## src/rtl/core/aftl_pkg.sv

```systemverilog
`default_nettype none
package aftl_pkg;
	localparam int MAX_FRAMES = 64;
	localparam int DUR_W = 24;
	localparam int TIME_W = 39;
	localparam int TOT_W = 40;

	localparam logic [1:0] REG_FRAMES = 2'd0;
	localparam logic [1:0] REG_DEFAULT = 2'd1;
	localparam logic [1:0] REG_LOOP = 2'd2;

	typedef enum logic [1:0] {
		FUNC_WRITE = 2'd0,
		FUNC_ELAPSED = 2'd1,
		FUNC_PROGRESS = 2'd2,
		FUNC_INDEX = 2'd3
	} func_t;

	typedef enum logic [1:0] {
		ST_OK = 2'd0,
		ST_EMPTY = 2'd1,
		ST_RANGE = 2'd2
	} status_t;

	typedef enum logic [3:0] {
		S_IDLE,
		S_SUM,
		S_SUMWAIT,
		S_MUL,
		S_MOD,
		S_SCAN,
		S_SCANWAIT,
		S_OUT
	} state_t;

	typedef struct packed {
		logic load;
		logic sum_start;
		logic sum_step;
		logic mul;
		logic mod_step;
		logic scan_start;
		logic scan_step;
		logic finish;
	} cmd_t;

	typedef struct packed {
		logic is_write;
		logic empty;
		logic direct;
		logic need_mul;
		logic loop;
		logic sum_done;
		logic total_zero;
		logic past_end;
		logic mod_done;
		logic scan_done;
	} sts_t;
endpackage
`default_nettype wire

```

## src/rtl/core/aftl_ctrl.sv

```systemverilog
`default_nettype none
module aftl_ctrl
	import aftl_pkg::*;
(
	input wire logic clk,
	input wire logic arst_n,
	input wire logic in_fire,
	input wire logic out_fire,
	input wire sts_t sts,
	output cmd_t cmd,
	output logic busy,
	output logic out_valid
);
	state_t state_q, state_d;

	always_ff @(posedge clk or negedge arst_n) begin
		if (!arst_n) state_q <= S_IDLE;
		else state_q <= state_d;
	end

	always_comb begin
		state_d = state_q;
		cmd = '0;
		busy = (state_q != S_IDLE);
		out_valid = (state_q == S_OUT);
		unique case (state_q)
			S_IDLE: begin
				if (in_fire) begin
					cmd.load = 1'b1;
					state_d = S_SUM;
				end
			end
			S_SUM: begin
				if (sts.is_write || sts.empty || sts.direct) begin
					cmd.finish = 1'b1;
					state_d = S_OUT;
				end else begin
					cmd.sum_start = 1'b1;
					state_d = S_SUMWAIT;
				end
			end
			S_SUMWAIT: begin
				if (sts.sum_done) begin
					if (sts.need_mul) state_d = S_MUL;
					else state_d = S_MOD;
				end else cmd.sum_step = 1'b1;
			end
			S_MUL: begin
				cmd.mul = 1'b1;
				state_d = S_MOD;
			end
			S_MOD: begin
				if (sts.total_zero || (!sts.loop && sts.past_end)) begin
					cmd.finish = 1'b1;
					state_d = S_OUT;
				end else if (sts.loop && !sts.mod_done) cmd.mod_step = 1'b1;
				else begin
					cmd.scan_start = 1'b1;
					state_d = S_SCANWAIT;
				end
			end
			S_SCANWAIT: begin
				if (sts.scan_done) begin
					cmd.finish = 1'b1;
					state_d = S_OUT;
				end else cmd.scan_step = 1'b1;
			end
			S_OUT: if (out_fire) state_d = S_IDLE;
			default: state_d = S_IDLE;
		endcase
	end

	a_out_hold: assert property (@(posedge clk) disable iff (!arst_n)
		out_valid && !out_fire |=> out_valid)
		else $error("result dropped");
	a_load_from_idle: assert property (@(posedge clk) disable iff (!arst_n)
		cmd.load |-> state_q == S_IDLE)
		else $error("load outside idle");
	a_load_idle: assert property (@(posedge clk) disable iff (!arst_n)
		cmd.load |=> busy)
		else $error("load did not start");
endmodule
`default_nettype wire

```

## src/rtl/core/aftl_dp.sv

```systemverilog
`default_nettype none
module aftl_dp
	import aftl_pkg::*;
(
	input wire logic clk,
	input wire cmd_t cmd,
	input wire logic [7:0] in_data_func_slot,
	input wire logic [DUR_W-1:0] in_dur,
	input wire logic [TOT_W-1:0] in_elapsed,
	input wire logic [16:0] in_prog,
	input wire logic [15:0] in_req,
	input wire logic [6:0] cfg_frames,
	input wire logic [DUR_W-1:0] cfg_default,
	input wire logic cfg_loop,
	input wire logic clr_valid,
	output sts_t sts,
	output logic [5:0] frame_index,
	output logic [1:0] status
);
	localparam int IW = (MAX_FRAMES > 1) ? $clog2(MAX_FRAMES) : 1;
	localparam int CW = $clog2(MAX_FRAMES + 1);
	localparam int SUM_W = DUR_W + CW;
	localparam int T_W = (SUM_W + 17 > TIME_W + 1) ? SUM_W + 17 : TIME_W + 1;
	localparam int MOD_SH = TIME_W - 1;
	localparam int DIV_W = SUM_W + MOD_SH;

	logic [DUR_W-1:0] mem [MAX_FRAMES];
	logic [MAX_FRAMES-1:0] vld_q;
	logic [DUR_W-1:0] rd_q;
	logic rd_v_q;
	logic [1:0] func_q;
	logic [5:0] slot_q;
	logic [DUR_W-1:0] dur_q;
	logic [TOT_W-1:0] el_q;
	logic [16:0] prog_q;
	logic [15:0] req_q;
	logic [CW-1:0] count_q;
	logic [CW:0] ptr_q;
	logic [CW:0] rptr_q;
	logic [SUM_W-1:0] total_q, cur_q;
	logic [T_W-1:0] t_q;
	logic [DIV_W-1:0] div_q;
	logic [6:0] msh_q;
	logic [5:0] idx_q;
	logic [1:0] st_q;
	logic found_q;
	logic [6:0] cfgc;
	logic [DUR_W-1:0] eff;
	logic wr_ok;

	assign cfgc = (32'(cfg_frames) > MAX_FRAMES) ? 7'(MAX_FRAMES) : cfg_frames;
	assign wr_ok = 32'(slot_q) < MAX_FRAMES;
	assign eff = (rd_v_q && rd_q != '0) ? rd_q : cfg_default;

	always_ff @(posedge clk) begin
		if (cmd.finish && func_q == FUNC_WRITE && wr_ok) mem[slot_q[IW-1:0]] <= dur_q;
		rd_q <= mem[rptr_q[IW-1:0]];
		rd_v_q <= vld_q[rptr_q[IW-1:0]];
	end

	always_ff @(posedge clk) begin
		if (clr_valid) vld_q <= '0;
		else if (cmd.finish && func_q == FUNC_WRITE && wr_ok) vld_q[slot_q[IW-1:0]] <= 1'b1;
	end

	always_ff @(posedge clk) begin
		if (cmd.load) begin
			func_q <= in_data_func_slot[1:0];
			slot_q <= in_data_func_slot[7:2];
			dur_q <= in_dur;
			el_q <= in_elapsed;
			prog_q <= in_prog;
			req_q <= in_req;
			count_q <= CW'(cfgc);
		end
		if (cmd.sum_start || cmd.scan_start) begin
			ptr_q <= '0;
			rptr_q <= '0;
			cur_q <= '0;
			found_q <= 1'b0;
		end
		if (cmd.sum_start) begin
			total_q <= '0;
			t_q <= el_q[TOT_W-1] ? '0 : T_W'(el_q);
		end
		if (cmd.sum_step || cmd.scan_step) begin
			rptr_q <= rptr_q + 1'b1;
			if (rptr_q != (CW+1)'(0)) begin
				ptr_q <= ptr_q + 1'b1;
				if (cmd.sum_step) total_q <= total_q + SUM_W'(eff);
				else begin
					cur_q <= cur_q + SUM_W'(eff);
					if (!found_q && t_q < T_W'(cur_q + SUM_W'(eff))) begin
						found_q <= 1'b1;
						idx_q <= 6'(ptr_q);
					end
				end
			end
		end
		if (cmd.mul) t_q <= T_W'((T_W'(prog_q) * T_W'(total_q)) >> 16);
		if (cmd.sum_step && ptr_q == (CW+1)'(count_q) - 1'b1) begin
			div_q <= DIV_W'(total_q + SUM_W'(eff)) << MOD_SH;
			msh_q <= 7'(MOD_SH);
		end
		if (cmd.mod_step) begin
			if (DIV_W'(t_q) >= div_q) t_q <= t_q - T_W'(div_q);
			div_q <= div_q >> 1;
			msh_q <= msh_q - 1'b1;
		end
		if (cmd.finish) begin
			if (func_q == FUNC_WRITE) begin
				idx_q <= '0;
				st_q <= wr_ok ? ST_OK : ST_RANGE;
			end else if (count_q == '0) begin
				idx_q <= '0;
				st_q <= ST_EMPTY;
			end else begin
				st_q <= ST_OK;
				if (func_q == FUNC_INDEX)
					idx_q <= (32'(req_q) < 32'(count_q) - 1) ? 6'(req_q) : 6'(count_q - 1'b1);
				else if (func_q == FUNC_PROGRESS && prog_q == '0) idx_q <= '0;
				else if (func_q == FUNC_PROGRESS && prog_q[16]) idx_q <= 6'(count_q - 1'b1);
				else if (total_q == '0) begin
					if (func_q == FUNC_PROGRESS)
						idx_q <= 6'((32'(prog_q) * 32'(count_q)) >> 16);
					else idx_q <= '0;
				end else if (!found_q) idx_q <= 6'(count_q - 1'b1);
			end
		end
	end

	assign sts.is_write = (func_q == FUNC_WRITE);
	assign sts.empty = (count_q == '0);
	assign sts.direct = (func_q == FUNC_INDEX) ||
		(func_q == FUNC_PROGRESS && (prog_q == '0 || prog_q[16]));
	assign sts.need_mul = (func_q == FUNC_PROGRESS) && total_q != '0;
	assign sts.loop = cfg_loop;
	assign sts.sum_done = (ptr_q == (CW+1)'(count_q));
	assign sts.total_zero = (total_q == '0);
	assign sts.past_end = t_q >= T_W'(total_q);
	assign sts.mod_done = (msh_q == 7'h7f);
	assign sts.scan_done = found_q || (ptr_q == (CW+1)'(count_q));
	assign frame_index = idx_q;
	assign status = st_q;
endmodule
`default_nettype wire

```

## src/rtl/core/animation_frame_time_lookup_core.sv

```systemverilog
// path: for writes, index queries, empty sequence and progress at 0 or full, m_tvalid rises
// after the S_SUM state; time queries walk the table in S_SUMWAIT, then pass S_MUL for
// progress, S_MOD (repeated modulo steps with loop_enable) and the S_SCANWAIT scan
// handshake: one beat in flight, next input beat accepted in the cycle after the result is taken
// reset: arst_n clears control and config, valid bits clear while clr_q is high, with s_tready
// low until clr_q drops after release; slots without a valid nonzero entry read as the default
`default_nettype none
module animation_frame_time_lookup_core
	import aftl_pkg::*;
(
	input wire logic clk,
	input wire logic arst_n,
	input wire logic s_tvalid,
	output logic s_tready,
	// func, frame_slot, duration_us, elapsed_us, progress_q16, requested_index
	input wire logic [111:0] s_tdata,
	output logic m_tvalid,
	input wire logic m_tready,
	// frame_index, status
	output logic [7:0] m_tdata,
	input wire logic cfg_we,
	input wire logic [1:0] cfg_index,
	input wire logic [23:0] cfg_data
);
	cmd_t cmd;
	sts_t sts;
	logic busy;
	logic [6:0] frames_q;
	logic [DUR_W-1:0] def_q;
	logic loop_q;
	logic clr_q;
	logic [5:0] fi;
	logic [1:0] st;

	always_ff @(posedge clk or negedge arst_n) begin
		if (!arst_n) begin
			frames_q <= '0;
			def_q <= '0;
			loop_q <= 1'b0;
			clr_q <= 1'b1;
		end else begin
			clr_q <= 1'b0;
			if (cfg_we && cfg_index == REG_FRAMES) frames_q <= cfg_data[6:0];
			if (cfg_we && cfg_index == REG_DEFAULT) def_q <= cfg_data;
			if (cfg_we && cfg_index == REG_LOOP) loop_q <= cfg_data[0];
		end
	end

	assign s_tready = !busy && !clr_q;

	aftl_ctrl u_ctrl (
		.clk(clk), .arst_n(arst_n), .in_fire(s_tvalid && s_tready),
		.out_fire(m_tvalid && m_tready), .sts(sts), .cmd(cmd),
		.busy(busy), .out_valid(m_tvalid)
	);

	aftl_dp u_dp (
		.clk(clk), .cmd(cmd), .in_data_func_slot(s_tdata[7:0]),
		.in_dur(s_tdata[31:8]), .in_elapsed(s_tdata[71:32]),
		.in_prog(s_tdata[88:72]), .in_req(s_tdata[104:89]),
		.cfg_frames(frames_q), .cfg_default(def_q), .cfg_loop(loop_q),
		.clr_valid(clr_q), .sts(sts), .frame_index(fi), .status(st)
	);

	assign m_tdata = {st, fi};
endmodule
`default_nettype wire
```

## config.mk

```make
export PLATFORM = sky130hd
export DESIGN_NAME = animation_frame_time_lookup_core
export DESIGN_NICKNAME = d
export VERILOG_FILES = /design/src/rtl/core/aftl_pkg.sv /design/src/rtl/core/aftl_ctrl.sv /design/src/rtl/core/aftl_dp.sv /design/src/rtl/core/animation_frame_time_lookup_core.sv
export SDC_FILE = /design/constraint.sdc
export NUM_CORES = 2
export LEC_CHECK = 0
export BUFFER_PORTS_ARGS = -buffer_cell sky130_fd_sc_hd__buf_2
export CAP_MARGIN = 40
export CORE_MARGIN = 2
export CORE_UTILIZATION = 45
export DETAILED_ROUTE_END_ITERATION = 16
export GPL_ROUTABILITY_DRIVEN = 0
export HOLD_SLACK_MARGIN = 0.08
export PLACE_DENSITY = 0.68
export SYNTH_ARGS = -nofsm -noshare
export SYNTH_HDL_FRONTEND = slang
export SYNTH_HIERARCHICAL = 1
export SYNTH_SLANG_ARGS = --single-unit
```

## constraint.sdc

```tcl
create_clock -name clk -period 8.8 [get_ports clk]
set_clock_uncertainty 0.2 [all_clocks]
set_input_delay 2.2 -clock clk [delete_from_list [all_inputs] [get_ports clk]]
set_output_delay 2.2 -clock clk [all_outputs]
set_load 0.03 [all_outputs]
```

==> run summary <==
status -> finished, final reports clean
GRT Util Overall -> 23.1%
Row Count -> 174
terminus of the critical flop-to-flop path -> u_dp/t_q[22]
largest net degree at the start of global routing -> 127
largest family of logic cells by synthesized area -> adder cells
min cycle time layout -> 7.79 ns
Post-CTS Setup Bufs -> 0
via count of the first global-routing pass -> 62,100
Hold WS -> 0.266 ns
Worst Reg-to-Reg Cells -> 22
Async SR Flop Fraction -> 1.82%
Routed Antenna Nets -> 0
multiplexer share of the synthesized area -> 12.7%
actual slew at the worst max-slew pin -> 1.05 ns
cell area after placement -> 0.107 mm²
fill count -> 18,400
Hold Path End -> u_dp/vld_q[54]
clock buffer depth -> 3
simple-gate share of the synthesized area -> 6.94%
# H-tree levels -> 4
# port buffers -> 144
mapped cell area -> 0.102 mm²
global route hottest layer -> met2
max frequency -> 128 MHz
crit path max fanout -> 21
Critical Path RT -> 9.31 ns
global route total overflow -> 0
Yosys warnings -> 6
Avg WL per Cell -> 25.9 µm
Hold Startpoint -> u_dp/vld_q[54]
layout cells sized above 1 -> 19.0%
Skew-Pair Late Insertion Delay -> 0.89 ns
initial antenna violation count -> 15
fin nets -> 8,054
worst r2r src -> u_dp/prog_q[2]
Synth top cells by count -> edfxtp_1 (1,732), nand2_1 (668), inv_1 (646)
final WL -> 265,000 µm
die width -> 479 µm
Main synth FF type -> edfxtp_1
setup TNS -> 0 ns
via count -> 59,800
CTS root buf -> clkbuf_16
vias per cell -> 5.84
worst hold path depth -> 2
EDFF count, synth -> 1,732
Max-slew headroom -> 29.8%
register bit total from synthesis -> 1,983
die area -> 0.230 mm²
syn_area_per_cell -> 14.8 µm²
Residual DRC -> 0
Initial Util -> 45.3%
dpl hpwl -> 171,000 µm
count leader, synth -> edfxtp_1
area grow syn2layout -> 12.0%
RSZ-0062 raised after global routing -> false
Worst EP arrival -> 8.29 ns
HP Class -> flop to flop
Post-Syn Nets -> 7,864
# resized after CTS -> 0
Num Clock Sinks -> 1,983
drt pass-1 iters -> 9
WS Path Type -> flop to flop
Final Hold Viols -> 0
largest cells by area after synthesis -> edfxtp_1 (51%), mux4_2 (12%), fa_1 (10%), dfxtp_1 (4.2%), ha_1 (4.1%)
CP Launch Type -> flop
DR iter-0 viols -> 6,159
Tcrit/Tclk final -> 88.5%
post-synthesis xor/xnor area fraction -> 1.45%
pre-CTS setup slack -> 1.11 ns
adder-cell share of the synthesized area -> 14.1%
met2 Track Usage GR -> 38.5%
Core ar. -> 0.225 mm²
Max-Cap Viols -> 0
GR Util met1 -> 30.5%
Pins Over Slew Limit -> 0
endpoints failing setup -> 0
clock-pin slew on the worst setup and hold paths -> 0.07 ns
cell accounting for the most synthesized area -> edfxtp_1
M3 GR Usage -> 3.86%
Die Y -> 479 µm
sequential element share of the synthesized area -> 56.2%
Post-Syn Instances -> 6,881
Cell variety after synth -> 101
first-pass GRT wire length -> 397,000 µm
Worst Setup End Kind -> flop
final non-filler cell area -> 0.114 mm²
smallest setup slack after layout -> 1.01 ns
CTS tree -> built
post-synth top area share -> 51.1%
IO Pins -> 153
reg2reg setup slack -> 1.01 ns
Hold Buf Count CTS -> 0
Synth Area in Compound Gates -> 4.75%
cts bufs inserted -> 201
per-stage QoR:
step,instances,utilization [%]
after floorplan,6881,-
after global placement,9831,47.4
after detailed placement,9860,47.7
after CTS,10200,50.7
after global routing,10200,50.7
final,10200,50.7
cells by family after synthesis:
family                   after synthesis
multiplexers                         617
AO/OA/AOI/OAI                        718
flip-flops                          1983
AND/OR/NAND/NOR                     1534
adder cells (fa/ha/maj)              840
XOR/XNOR                             168
buffers and inverters               1019
other                                  2
area by class of cell:
class,instances,area [µm²],share of cell area (%)
well taps,2992,3740,3.28
repair buffers,359,2900,2.54
multi-input cells,3879,40900,35.9
diodes,3,7.51,0.00659
inverters,647,2430,2.13
flip-flops and latches,1983,57200,50.2
clock buffers,242,5250,4.60
clock inverters,133,1520,1.34
worst max path at each step:
| stage | from | to | slack, ns | cells past startpoint |
|---|---|---|---|---|
| 2_1_floorplan | u_dp/prog_q[16] | u_dp/t_q[22] | 1.79 | 25 |
| 3_3_place_gp | u_dp/prog_q[6] | u_dp/t_q[20] | 1.00 | 22 |
| 3_5_place_dp | u_dp/prog_q[2] | u_dp/t_q[20] | 1.11 | 22 |
| 4_1_cts | u_dp/prog_q[2] | u_dp/t_q[20] | 1.14 | 22 |
| 5_1_grt | u_dp/prog_q[2] | u_dp/t_q[22] | 0.71 | 22 |
| 6_report | u_dp/prog_q[2] | u_dp/t_q[22] | 1.01 | 22 |
routing by layer:
metal / share of wire [%] / vias up / wire length, µm
met5: 0 / - / 0
met4: 3.9 / 0 / 10300
met3: 8.5 / 516 / 22600
met2: 49 / 2757 / 130000
met1: 38 / 31000 / 102000
li1: - / 25500 / -
placed cells by master (no fill, tap or decap), types with 20 or more instances in the layout:
| master | synthesis | routed |
|---|---|---|
| clkbuf_1 | 289 | 37 |
| o21bai_1 | 23 | 23 |
| mux2_4 | 20 | 20 |
| buf_12 | 0 | 22 |
| and2_1 | 169 | 169 |
| a211oi_1 | 22 | 22 |
| nor4_1 | 36 | 33 |
| buf_2 | 9 | 144 |
| a21oi_1 | 168 | 168 |
| dfxtp_1 | 215 | 215 |
| nor2_4 | 1 | 28 |
| inv_1 | 646 | 646 |
| nor2b_1 | 31 | 31 |
| buf_4 | 5 | 175 |
| xnor2_1 | 84 | 84 |
| and3_1 | 28 | 27 |
| xor2_1 | 84 | 84 |
| mux2i_1 | 39 | 39 |
| nor2_1 | 322 | 255 |
| clkinv_2 | 0 | 46 |
| nand2_1 | 668 | 668 |
| fa_1 | 507 | 507 |
| edfxtp_1 | 1732 | 1732 |
| nor3_1 | 30 | 29 |
| nand4_1 | 51 | 51 |
| clkbuf_16 | 0 | 203 |
| o21ai_0 | 174 | 174 |
| clkinv_1 | 0 | 35 |
| a21o_1 | 106 | 106 |
| dfrtp_1 | 35 | 35 |
| a31oi_1 | 27 | 26 |
| mux4_2 | 525 | 525 |
| mux2_2 | 33 | 33 |
| nand3_1 | 99 | 99 |
| nor2_2 | 3 | 43 |
| nand2b_1 | 31 | 31 |
| ha_1 | 333 | 333 |
sequential cells by signal, indices dropped and copies added, names as in the netlist, 7 cells and up:
name          count
def_q            24
u_dp/el_q        40
u_dp/msh_q        7
u_dp/t_q         48
u_dp/ptr_q        8
frames_q          7
u_dp/total_q     31
u_dp/mem       1536
u_dp/cur_q       31
u_dp/rptr_q       8
u_dp/div_q       69
u_dp/rd_q        24
u_dp/vld_q       64
u_dp/prog_q      17
u_dp/dur_q       24
u_dp/count_q      7
u_dp/req_q       16
critical path, stage by stage (launching register included):
cell and delay [ns]:
edfxtp_1 0.96, buf_4 0.39, nand2_1 0.11, fa_1 0.48, inv_1 0.05, fa_1 0.48
inv_1 0.06, fa_1 0.47, fa_1 0.50, inv_1 0.06, fa_1 0.53, fa_1 0.45
ha_1 0.37, a21oi_1 0.33, o211ai_1 0.16, o2111ai_1 0.25, a311oi_1 0.13, a2111oi_4 0.56
nor4_1 0.15, or4_1 0.43, xor2_1 0.21, a222oi_1 0.25, o21ai_0 0.10
Power is not shown: default switching activity piles up to over one toggle a cycle in this logic, so the estimate is an artifact.
